===== src/hdl/ffba_pkg.sv =====
// Shared types and constants of the first-fit block allocator.
// Used by the controller, the datapath, the top level and the checker.
// Depends on nothing.
`default_nettype none

package ffba_pkg;

    // Table geometry and block layout.
    localparam int MAX_BLOCKS   = 64;
    localparam int HEADER_BYTES = 8;
    localparam int IDX_W        = (MAX_BLOCKS > 1) ? $clog2(MAX_BLOCKS) : 1;
    localparam int CNT_W        = $clog2(MAX_BLOCKS + 1);

    // Field widths.
    localparam int ADDR_W      = 32;
    localparam int SIZE_W      = 24;
    localparam int HEAP_SIZE_W = 25;
    localparam int STATUS_W    = 2;
    localparam int CFG_IDX_W   = 1;
    localparam int CFG_DATA_W  = 32;

    // The largest offset the walk can reach: every block full size.
    localparam longint unsigned OFF_MAX =
        longint'(MAX_BLOCKS) * (longint'(HEADER_BYTES) + (longint'(1) << SIZE_W));
    localparam int OFF_W = $clog2(OFF_MAX + 1);
    localparam int CMP_W = ((OFF_W > HEAP_SIZE_W) ? OFF_W : HEAP_SIZE_W) + 1;

    // Request kinds.
    localparam logic REQ_ALLOC = 1'b0;
    localparam logic REQ_FREE  = 1'b1;

    // Result status codes.
    localparam logic [STATUS_W-1:0] STATUS_OK      = 2'd0;
    localparam logic [STATUS_W-1:0] STATUS_NOSPACE = 2'd1;
    localparam logic [STATUS_W-1:0] STATUS_BADFREE = 2'd2;

    // Configuration register indexes.
    localparam logic [CFG_IDX_W-1:0] CFG_HEAP_BASE = 1'b0;
    localparam logic [CFG_IDX_W-1:0] CFG_HEAP_SIZE = 1'b1;

    typedef enum logic [1:0] {
        S_IDLE,
        S_WALK,
        S_FINISH
    } t_state;

    // Commands from the controller to the datapath.
    typedef struct packed {
        logic load;
        logic walk;
        logic finish;
    } t_dp_cmd;

    // Status from the datapath to the controller.
    typedef struct packed {
        logic hit;
        logic walk_end;
        logic out_room;
    } t_dp_sts;

endpackage

`default_nettype wire


===== src/hdl/ffba_ctrl.sv =====
// Controller state machine of the first-fit block allocator.
// Drives the datapath through ffba_pkg::t_dp_cmd and reads ffba_pkg::t_dp_sts.
// Depends on ffba_pkg.
`default_nettype none

module ffba_ctrl (
    input  wire logic             i_clk,
    input  wire logic             i_rst_n,
    input  wire logic             i_in_valid,
    output logic                  o_in_stall,
    input  wire ffba_pkg::t_dp_sts i_sts,
    output ffba_pkg::t_dp_cmd     o_cmd
);

    ffba_pkg::t_state r_state;
    ffba_pkg::t_state n_state;

    always_ff @(posedge i_clk) begin
        if (!i_rst_n) begin
            r_state <= ffba_pkg::S_IDLE;
        end else begin
            r_state <= n_state;
        end
    end

    always_comb begin
        n_state = r_state;
        unique case (r_state)
            ffba_pkg::S_IDLE: begin
                if (i_in_valid) begin
                    n_state = ffba_pkg::S_WALK;
                end
            end
            ffba_pkg::S_WALK: begin
                if (i_sts.hit || i_sts.walk_end) begin
                    n_state = ffba_pkg::S_FINISH;
                end
            end
            ffba_pkg::S_FINISH: begin
                if (i_sts.out_room) begin
                    n_state = ffba_pkg::S_IDLE;
                end
            end
            default: begin
                n_state = ffba_pkg::S_IDLE;
            end
        endcase
    end

    always_comb begin
        o_cmd      = '0;
        o_in_stall = 1'b1;
        unique case (r_state)
            ffba_pkg::S_IDLE: begin
                o_in_stall = 1'b0;
                o_cmd.load = i_in_valid;
            end
            ffba_pkg::S_WALK: begin
                o_cmd.walk = 1'b1;
            end
            ffba_pkg::S_FINISH: begin
                o_cmd.finish = i_sts.out_room;
            end
            default: begin
                o_in_stall = 1'b1;
            end
        endcase
    end

endmodule

`default_nettype wire


===== src/hdl/ffba_dp.sv =====
// Datapath of the first-fit block allocator: block table, walk pipeline,
// configuration registers and the output register.
// Depends on ffba_pkg.
`default_nettype none

module ffba_dp (
    input  wire logic                               i_clk,
    input  wire logic                               i_rst_n,
    input  wire logic                               i_cfg_we,
    input  wire logic [ffba_pkg::CFG_IDX_W-1:0]     i_cfg_index,
    input  wire logic [ffba_pkg::CFG_DATA_W-1:0]    i_cfg_data,
    input  wire logic                               i_req_type,
    input  wire logic [ffba_pkg::SIZE_W-1:0]        i_request_size,
    input  wire logic [ffba_pkg::ADDR_W-1:0]        i_free_address,
    input  wire logic                               i_out_stall,
    output logic                                    o_out_valid,
    output logic [ffba_pkg::ADDR_W-1:0]             o_payload_address,
    output logic [ffba_pkg::STATUS_W-1:0]           o_status,
    input  wire ffba_pkg::t_dp_cmd                  i_cmd,
    output ffba_pkg::t_dp_sts                       o_sts
);

    // Configuration.
    logic [ffba_pkg::ADDR_W-1:0]       r_base;
    logic [ffba_pkg::HEAP_SIZE_W-1:0]  r_size;

    // Latched request.
    logic                              r_req_type;
    logic [ffba_pkg::SIZE_W-1:0]       r_want;
    logic [ffba_pkg::ADDR_W-1:0]       r_addr;

    // Block table.
    logic                              mem_use   [ffba_pkg::MAX_BLOCKS];
    logic [ffba_pkg::SIZE_W-1:0]       mem_bytes [ffba_pkg::MAX_BLOCKS];
    logic [ffba_pkg::CNT_W-1:0]        r_count;

    // Walk pipeline.
    logic [ffba_pkg::CNT_W-1:0]        r_rd_idx;
    logic                              r_ev_valid;
    logic [ffba_pkg::IDX_W-1:0]        r_ev_idx;
    logic                              r_rd_use;
    logic [ffba_pkg::SIZE_W-1:0]       r_rd_bytes;
    logic [ffba_pkg::OFF_W-1:0]        r_off;
    logic                              r_found;
    logic [ffba_pkg::IDX_W-1:0]        r_found_idx;
    logic                              r_found_use;

    // Output register.
    logic                              r_out_valid;
    logic [ffba_pkg::ADDR_W-1:0]       r_out_addr;
    logic [ffba_pkg::STATUS_W-1:0]     r_out_status;

    // Combinational.
    logic                              issue;
    logic [ffba_pkg::ADDR_W-1:0]       cur_paddr;
    logic                              ev_hit;
    logic                              app_fits;
    logic                              n_we_use;
    logic                              n_we_bytes;
    logic [ffba_pkg::IDX_W-1:0]        n_wa;
    logic                              n_wd_use;
    logic                              n_count_inc;
    logic [ffba_pkg::ADDR_W-1:0]       n_res_addr;
    logic [ffba_pkg::STATUS_W-1:0]     n_res_status;

    assign issue     = i_cmd.walk && (r_rd_idx < r_count);
    assign cur_paddr = r_base + ffba_pkg::ADDR_W'(r_off)
                     + ffba_pkg::ADDR_W'(ffba_pkg::HEADER_BYTES);

    always_comb begin
        if (r_req_type == ffba_pkg::REQ_ALLOC) begin
            ev_hit = r_ev_valid && !r_rd_use && (r_rd_bytes >= r_want);
        end else begin
            ev_hit = r_ev_valid && (cur_paddr == r_addr);
        end
    end

    assign app_fits = (r_count < ffba_pkg::CNT_W'(ffba_pkg::MAX_BLOCKS))
                   && ((ffba_pkg::CMP_W'(r_off) + ffba_pkg::CMP_W'(r_want))
                       < ffba_pkg::CMP_W'(r_size));

    assign o_sts.hit      = i_cmd.walk && ev_hit;
    assign o_sts.walk_end = !r_ev_valid && !(r_rd_idx < r_count);
    assign o_sts.out_room = !r_out_valid || !i_out_stall;

    // Outcome of the request once the walk has ended.
    always_comb begin
        n_we_use     = 1'b0;
        n_we_bytes   = 1'b0;
        n_wa         = r_found_idx;
        n_wd_use     = 1'b1;
        n_count_inc  = 1'b0;
        n_res_addr   = '0;
        n_res_status = ffba_pkg::STATUS_NOSPACE;
        if (r_req_type == ffba_pkg::REQ_ALLOC) begin
            if (r_found) begin
                n_we_use     = 1'b1;
                n_res_addr   = cur_paddr;
                n_res_status = ffba_pkg::STATUS_OK;
            end else if (app_fits) begin
                n_we_use     = 1'b1;
                n_we_bytes   = 1'b1;
                n_wa         = r_count[ffba_pkg::IDX_W-1:0];
                n_count_inc  = 1'b1;
                n_res_addr   = cur_paddr;
                n_res_status = ffba_pkg::STATUS_OK;
            end
        end else begin
            n_res_status = ffba_pkg::STATUS_BADFREE;
            if (r_found && r_found_use) begin
                n_we_use     = 1'b1;
                n_wd_use     = 1'b0;
                n_res_addr   = r_addr;
                n_res_status = ffba_pkg::STATUS_OK;
            end
        end
    end

    // Block table: one write port, one registered read port.
    always_ff @(posedge i_clk) begin
        if (i_cmd.finish && n_we_use) begin
            mem_use[n_wa] <= n_wd_use;
        end
        if (i_cmd.finish && n_we_bytes) begin
            mem_bytes[n_wa] <= r_want;
        end
        r_rd_use   <= mem_use[r_rd_idx[ffba_pkg::IDX_W-1:0]];
        r_rd_bytes <= mem_bytes[r_rd_idx[ffba_pkg::IDX_W-1:0]];
    end

    // Control state.
    always_ff @(posedge i_clk) begin
        if (!i_rst_n) begin
            r_base      <= '0;
            r_size      <= ffba_pkg::HEAP_SIZE_W'(1 << ffba_pkg::SIZE_W);
            r_count     <= '0;
            r_ev_valid  <= 1'b0;
            r_out_valid <= 1'b0;
        end else begin
            if (i_cfg_we) begin
                unique case (i_cfg_index)
                    ffba_pkg::CFG_HEAP_BASE: r_base <= i_cfg_data;
                    ffba_pkg::CFG_HEAP_SIZE: r_size <= i_cfg_data[ffba_pkg::HEAP_SIZE_W-1:0];
                    default: r_base <= r_base;
                endcase
            end
            if (i_cmd.finish && n_count_inc) begin
                r_count <= r_count + ffba_pkg::CNT_W'(1);
            end
            r_ev_valid <= issue;
            if (i_cmd.finish) begin
                r_out_valid <= 1'b1;
            end else if (!i_out_stall) begin
                r_out_valid <= 1'b0;
            end
        end
    end

    // Payload state.
    always_ff @(posedge i_clk) begin
        if (i_cmd.load) begin
            r_req_type <= i_req_type;
            r_want     <= i_request_size;
            r_addr     <= i_free_address;
            r_rd_idx   <= '0;
            r_off      <= '0;
            r_found    <= 1'b0;
        end else begin
            if (issue) begin
                r_rd_idx <= r_rd_idx + ffba_pkg::CNT_W'(1);
            end
            if (i_cmd.walk && r_ev_valid) begin
                if (ev_hit) begin
                    r_found     <= 1'b1;
                    r_found_idx <= r_ev_idx;
                    r_found_use <= r_rd_use;
                end else begin
                    r_off <= r_off + ffba_pkg::OFF_W'(ffba_pkg::HEADER_BYTES)
                           + ffba_pkg::OFF_W'(r_rd_bytes);
                end
            end
        end
        r_ev_idx <= r_rd_idx[ffba_pkg::IDX_W-1:0];
        if (i_cmd.finish) begin
            r_out_addr   <= n_res_addr;
            r_out_status <= n_res_status;
        end
    end

    assign o_out_valid       = r_out_valid;
    assign o_payload_address = r_out_addr;
    assign o_status          = r_out_status;

endmodule

`default_nettype wire


===== src/hdl/first_fit_block_allocator_unit.sv =====
// Top level of the first-fit block allocator.
// Instantiates ffba_ctrl and ffba_dp; uses types from ffba_pkg.
`default_nettype none

// The block serves allocate and free requests against a heap whose blocks
// are kept in an on-chip table of in-use flags and payload sizes.
// Requests arrive on the input channel (i_in_valid, o_in_stall); a transfer
// takes place on a rising edge with valid high and stall low. Each request
// yields exactly one result on the output channel (o_out_valid, i_out_stall)
// carrying the payload address and a status code.
// A request walks the table one entry per cycle through its single read
// port, from the first entry up to the last entry in the table; an allocate
// that reuses entry k, or a free that finds entry k, ends its walk at that
// entry. With the receiver ready, the input is open again in the same cycle
// as the result is presented.
// One request is in progress at a time. The input is taken again as soon as
// the result has been placed in the output register, even while that result
// still waits on a stalled receiver; a second result then waits in the
// datapath until the output register has been emptied.
// Synchronous reset (i_rst_n low) empties the table, clears any pending
// result, and sets the heap base to zero and the heap size to 16 MiB.
// The configuration registers are written through i_cfg_we, i_cfg_index and
// i_cfg_data, and should be written only while the block is idle.

module first_fit_block_allocator_unit (
    input  wire logic                               i_clk,
    input  wire logic                               i_rst_n,
    input  wire logic                               i_cfg_we,
    input  wire logic [ffba_pkg::CFG_IDX_W-1:0]     i_cfg_index,
    input  wire logic [ffba_pkg::CFG_DATA_W-1:0]    i_cfg_data,
    input  wire logic                               i_in_valid,
    output logic                                    o_in_stall,
    input  wire logic                               i_req_type,
    input  wire logic [ffba_pkg::SIZE_W-1:0]        i_request_size,
    input  wire logic [ffba_pkg::ADDR_W-1:0]        i_free_address,
    output logic                                    o_out_valid,
    input  wire logic                               i_out_stall,
    output logic [ffba_pkg::ADDR_W-1:0]             o_payload_address,
    output logic [ffba_pkg::STATUS_W-1:0]           o_status
);

    ffba_pkg::t_dp_cmd dp_cmd;
    ffba_pkg::t_dp_sts dp_sts;

    // Sequencing of load, table walk and result write-back.
    ffba_ctrl u_ctrl (
        .i_clk      (i_clk),
        .i_rst_n    (i_rst_n),
        .i_in_valid (i_in_valid),
        .o_in_stall (o_in_stall),
        .i_sts      (dp_sts),
        .o_cmd      (dp_cmd)
    );

    // Table, offset accumulation, address compare and output register.
    ffba_dp u_dp (
        .i_clk             (i_clk),
        .i_rst_n           (i_rst_n),
        .i_cfg_we          (i_cfg_we),
        .i_cfg_index       (i_cfg_index),
        .i_cfg_data        (i_cfg_data),
        .i_req_type        (i_req_type),
        .i_request_size    (i_request_size),
        .i_free_address    (i_free_address),
        .i_out_stall       (i_out_stall),
        .o_out_valid       (o_out_valid),
        .o_payload_address (o_payload_address),
        .o_status          (o_status),
        .i_cmd             (dp_cmd),
        .o_sts             (dp_sts)
    );

endmodule

`default_nettype wire


===== config.mk =====
export PLATFORM = sky130hd
export DESIGN_NAME = first_fit_block_allocator_unit
export DESIGN_NICKNAME = d
export VERILOG_FILES = /design/src/hdl/ffba_pkg.sv /design/src/hdl/ffba_ctrl.sv /design/src/hdl/ffba_dp.sv /design/src/hdl/first_fit_block_allocator_unit.sv
export SDC_FILE = /design/constraint.sdc
export NUM_CORES = 2
export LEC_CHECK = 0
export BUFFER_PORTS_ARGS = -buffer_cell sky130_fd_sc_hd__buf_2
export CELL_PAD_IN_SITES_DETAIL_PLACEMENT = 1
export CELL_PAD_IN_SITES_GLOBAL_PLACEMENT = 1
export CORE_UTILIZATION = 37
export CTS_CLUSTER_DIAMETER = 60
export DETAILED_ROUTE_END_ITERATION = 8
export GPL_ROUTABILITY_DRIVEN = 0
export PLACE_DENSITY_LB_ADDON = 0.1
export SLEW_MARGIN = 20
export SYNTH_ARGS = -nofsm -noshare
export SYNTH_HDL_FRONTEND = slang
export SYNTH_SLANG_ARGS = --single-unit
export TNS_END_PERCENT = 10

===== constraint.sdc =====
create_clock -name i_clk -period 20.7 [get_ports i_clk]
set_clock_uncertainty 0.15 [all_clocks]
set_input_delay 2.07 -clock i_clk [delete_from_list [all_inputs] [get_ports i_clk]]
set_output_delay 2.07 -clock i_clk [all_outputs]
set_load 0.005 [all_outputs]

==> metrics.yaml <==
rr_endpoint: "u_dp.mem_bytes[3][3]$_DFFE_PP_"
place_area_um2: 81300
cts_inserted_buffers: 206
syn_nets: 4381
die-width_um: 458
dieArea_um2: 210000
core.rowCount: 166
synth_top_area_cell: "edfxtp_1"
fin_tns_setup_ns: 0
ys_seq_elements: 1836
hold_path.class: "reg -> reg"
status: "completed"
hold_path_end: "u_dp.r_found_idx[2]$_DFFE_PP_"
clk_pin_slew_ns: 0.06
power.leakage_uw: 0.0282
reg2reg_setup_slack_ns: 11.96
insertion_delay_ns: 0.83
vdd_drop_max_mv: 0.0846
ys_warn_count: 0
cts_root_buf: "clkbuf_16"
synth_edf_count: 1698
numPortBuffers: 130
final_cell_mix: "1,698 x edfxtp_1, 525 x mux4_2, 211 x clkbuf_16"
design_area_um2: 88200
final_util: 0.429
clockBufferDepth: 3
ys_seq_area_frac: 0.699
holdBufCountCts: 0
async_flop_share: 0
endpoint_kind: "flop"
ant_nets: 0
post-route-period-util: 0.422
htree_num_levels: 4
hold_viol_final: 0
worst_pin_slew_ns: 1.16
critPathRequiredTime_ns: 21.06
netlist.area_leader.share: 0.663
drtIter0Drc: 3464
startpoint_type: "flop"
maxCapViolations: 0
hpwl_um: 143000
core_um2: 206000
grt_max_degree: 95
setup_viol: 0
ys_top_cells_by_area: "edfxtp_1 66%, mux4_2 15%, dfxtp_1 3.6%, ha_1 3.1%, a21oi_1 1.0%"
viasPerCell: 5.58
ctsResizeCount: 0
criticalPathCategory: "reg -> reg"
hp-start: "u_dp.r_ev_idx[2]$_DFF_P_"
r2r_start: "u_dp.r_want[1]$_DFFE_PP_"
cts.sinks: 1836
cts_tree: "yes"
final_common_cell: "edfxtp_1"
grt-ovfl-total: 0
drive_above_1_share: 0.262
rsz0062_at_grt: "no"
grt_usage: 0.214
critPathArrivalTime_ns: 9.10
synth_flop_cell: "edfxtp_1"
routed_wl_um: 223000
nets: 4620
min_path_cells: 0
areaGrowthSynthToFinish_pct: 14.7
die_h_um: 458
post_cts_buffers: 0
syn_area_per_cell_um2: 18.8
slew_headroom: 0.227
io_pins: 131
first_pass_iters: 5
timing.fmax_ghz: 0.114
grt_pass1_vias: 42600
syn-instance-count: 4094
grt_pass1_wl_um: 320000
netlist_area_um2: 76900
power.density_nw_per_um2: 91.1
synth.distinct_cells: 98
start_util: 0.374
drc: 0
ff2ff_path_depth: 27
antenna_found_initial: 12
num_vias: 40200
wl_per_cell_um: 31.0
post-route-min-period_ns: 8.74
critPathMaxFanout: 66
slew_viol_final: 0
-- cell type report --
class / instances / area, µm²
diodes: 9 / 22.5
multi-input cells: 1960 / 22400
clock buffers: 262 / 5540
flip-flops and latches: 1836 / 53800
repair buffers: 237 / 1470
fillers: 19400 / 117000
inverters: 92 / 348
clock inverters: 122 / 1300
well taps: 2688 / 3360
-- worst max path at each step --
stage,depth (start not counted),to,from,slack (ns)
floorplan,23,u_dp.mem_bytes[10][0]$_DFFE_PP_,u_dp.r_want[11]$_DFFE_PP_,13.05
global placement,27,u_dp.mem_bytes[9][18]$_DFFE_PP_,u_dp.r_want[1]$_DFFE_PP_,12.04
detailed placement,27,u_dp.mem_bytes[9][17]$_DFFE_PP_,u_dp.r_want[1]$_DFFE_PP_,11.96
CTS,27,u_dp.mem_bytes[9][22]$_DFFE_PP_,u_dp.r_want[1]$_DFFE_PP_,11.89
global route,27,u_dp.mem_bytes[10][20]$_DFFE_PP_,u_dp.r_want[1]$_DFFE_PP_,11.42
finish,27,u_dp.mem_bytes[3][3]$_DFFE_PP_,u_dp.r_want[1]$_DFFE_PP_,11.96
-- cell usage after synthesis (8+ instances only) --
cell	instances
a211oi_1	9
a21o_1	54
a21oi_1	155
a22o_1	34
a31oi_1	10
and2_1	15
and3_1	13
buf_1	48
buf_2	12
clkbuf_1	142
dfxtp_1	138
edfxtp_1	1698
ha_1	189
inv_1	91
mux2i_1	30
mux4_2	525
nand2_1	199
nand2b_1	35
nand3_1	29
nand3b_1	8
nand4_1	26
nor2_1	137
nor2b_1	15
nor3_1	60
nor4_1	12
o211ai_1	8
o21a_1	18
o21ai_0	57
o21ai_1	11
o21bai_1	8
o22ai_1	38
o32ai_1	34
or3_1	12
xnor2_1	59
xor2_1	34
-- flip-flops by register name (all words and copies together) (netlist names), 6 cells and up --
signal,flops
u_dp.mem_bytes,1536
u_dp.r_ev_idx,6
u_dp.mem_use,64
u_dp.r_rd_bytes,24
u_dp.r_size,25
u_dp.r_want,24
u_dp.r_off,31
u_dp.r_count,7
u_dp.o_payload_address,32
u_dp.r_found_idx,6
u_dp.r_rd_idx,7
u_dp.r_base,32
u_dp.r_addr,32
-- metrics by stage --
| step | instances | total power (µW) | worst slack [ns] | hold slack, ns |
|---|---|---|---|---|
| final | 7206 | 8030 | 11.96 | 0.252 |
| after global routing | 7200 | 8260 | 11.42 | 0.248 |
| after CTS | 7197 | 8120 | 11.89 | 0.249 |
| after detailed placement | 6813 | 4410 | 11.96 | 0.240 |
| after global placement | 6813 | 4410 | 12.04 | 0.238 |
| after floorplan | 4094 | 4290 | 13.05 | 0.204 |
-- worst max-delay path, stage by stage, from the launching register on --
cell	delay (ns)
edfxtp_1	0.33
buf_4	0.56
ha_1	0.36
a21o_1	0.19
a21oi_1	0.23
o21ai_1	0.10
a21oi_1	0.32
o211ai_1	0.17
a41oi_1	0.43
nand2b_1	0.19
nand2b_1	0.06
a21oi_1	0.18
xnor2_1	0.14
ha_1	0.27
a21o_1	0.18
a21o_1	0.17
a21o_1	0.18
a21oi_1	0.15
a21oi_1	0.09
o31ai_1	0.27
o311ai_0	0.20
a31oi_1	0.56
nand3b_1	0.32
nor2_2	0.30
nand2_2	0.44
buf_4	0.54
nor3_2	0.90
buf_4	0.38
-- logic make-up (layout without fill, tap and decap cells) --
logic type                 after synthesis  count (layout)  synth area share
AOI/OAI and AO/OA                      517             517            0.0460
xor gates and xnor gates               101             101            0.0130
adders and majority gates              192             192            0.0315
buffers and inverters                  298             713            0.0154
DFF                                   1836            1836             0.699
muxes                                  556             556             0.158
other                                    0               9                 0
and+or+nand+nor                        594             594            0.0371
-- routing by layer --
metal  GRT usage  part of all wire  vias up  wire (µm)
li1            -                 -    17300          -
met1       0.303              0.45    21700     101000
met2       0.343              0.47      943     106000
met3      0.0291             0.044      277       9720
met4      0.0637             0.028        0       6300
met5           0                 0        -          0
-- report_power, final --
part / switching [µW] / internal, µW / total [µW] / leakage, µW
logic: 173 / 61.2 / 234 / 0.00858
registers: 14.7 / 4080 / 4090 / 0.0163
clock network: 1530 / 2180 / 3700 / 0.00333
total: 1710 / 6320 / 8030 / 0.0282
(Power assumes the default switching activity.)
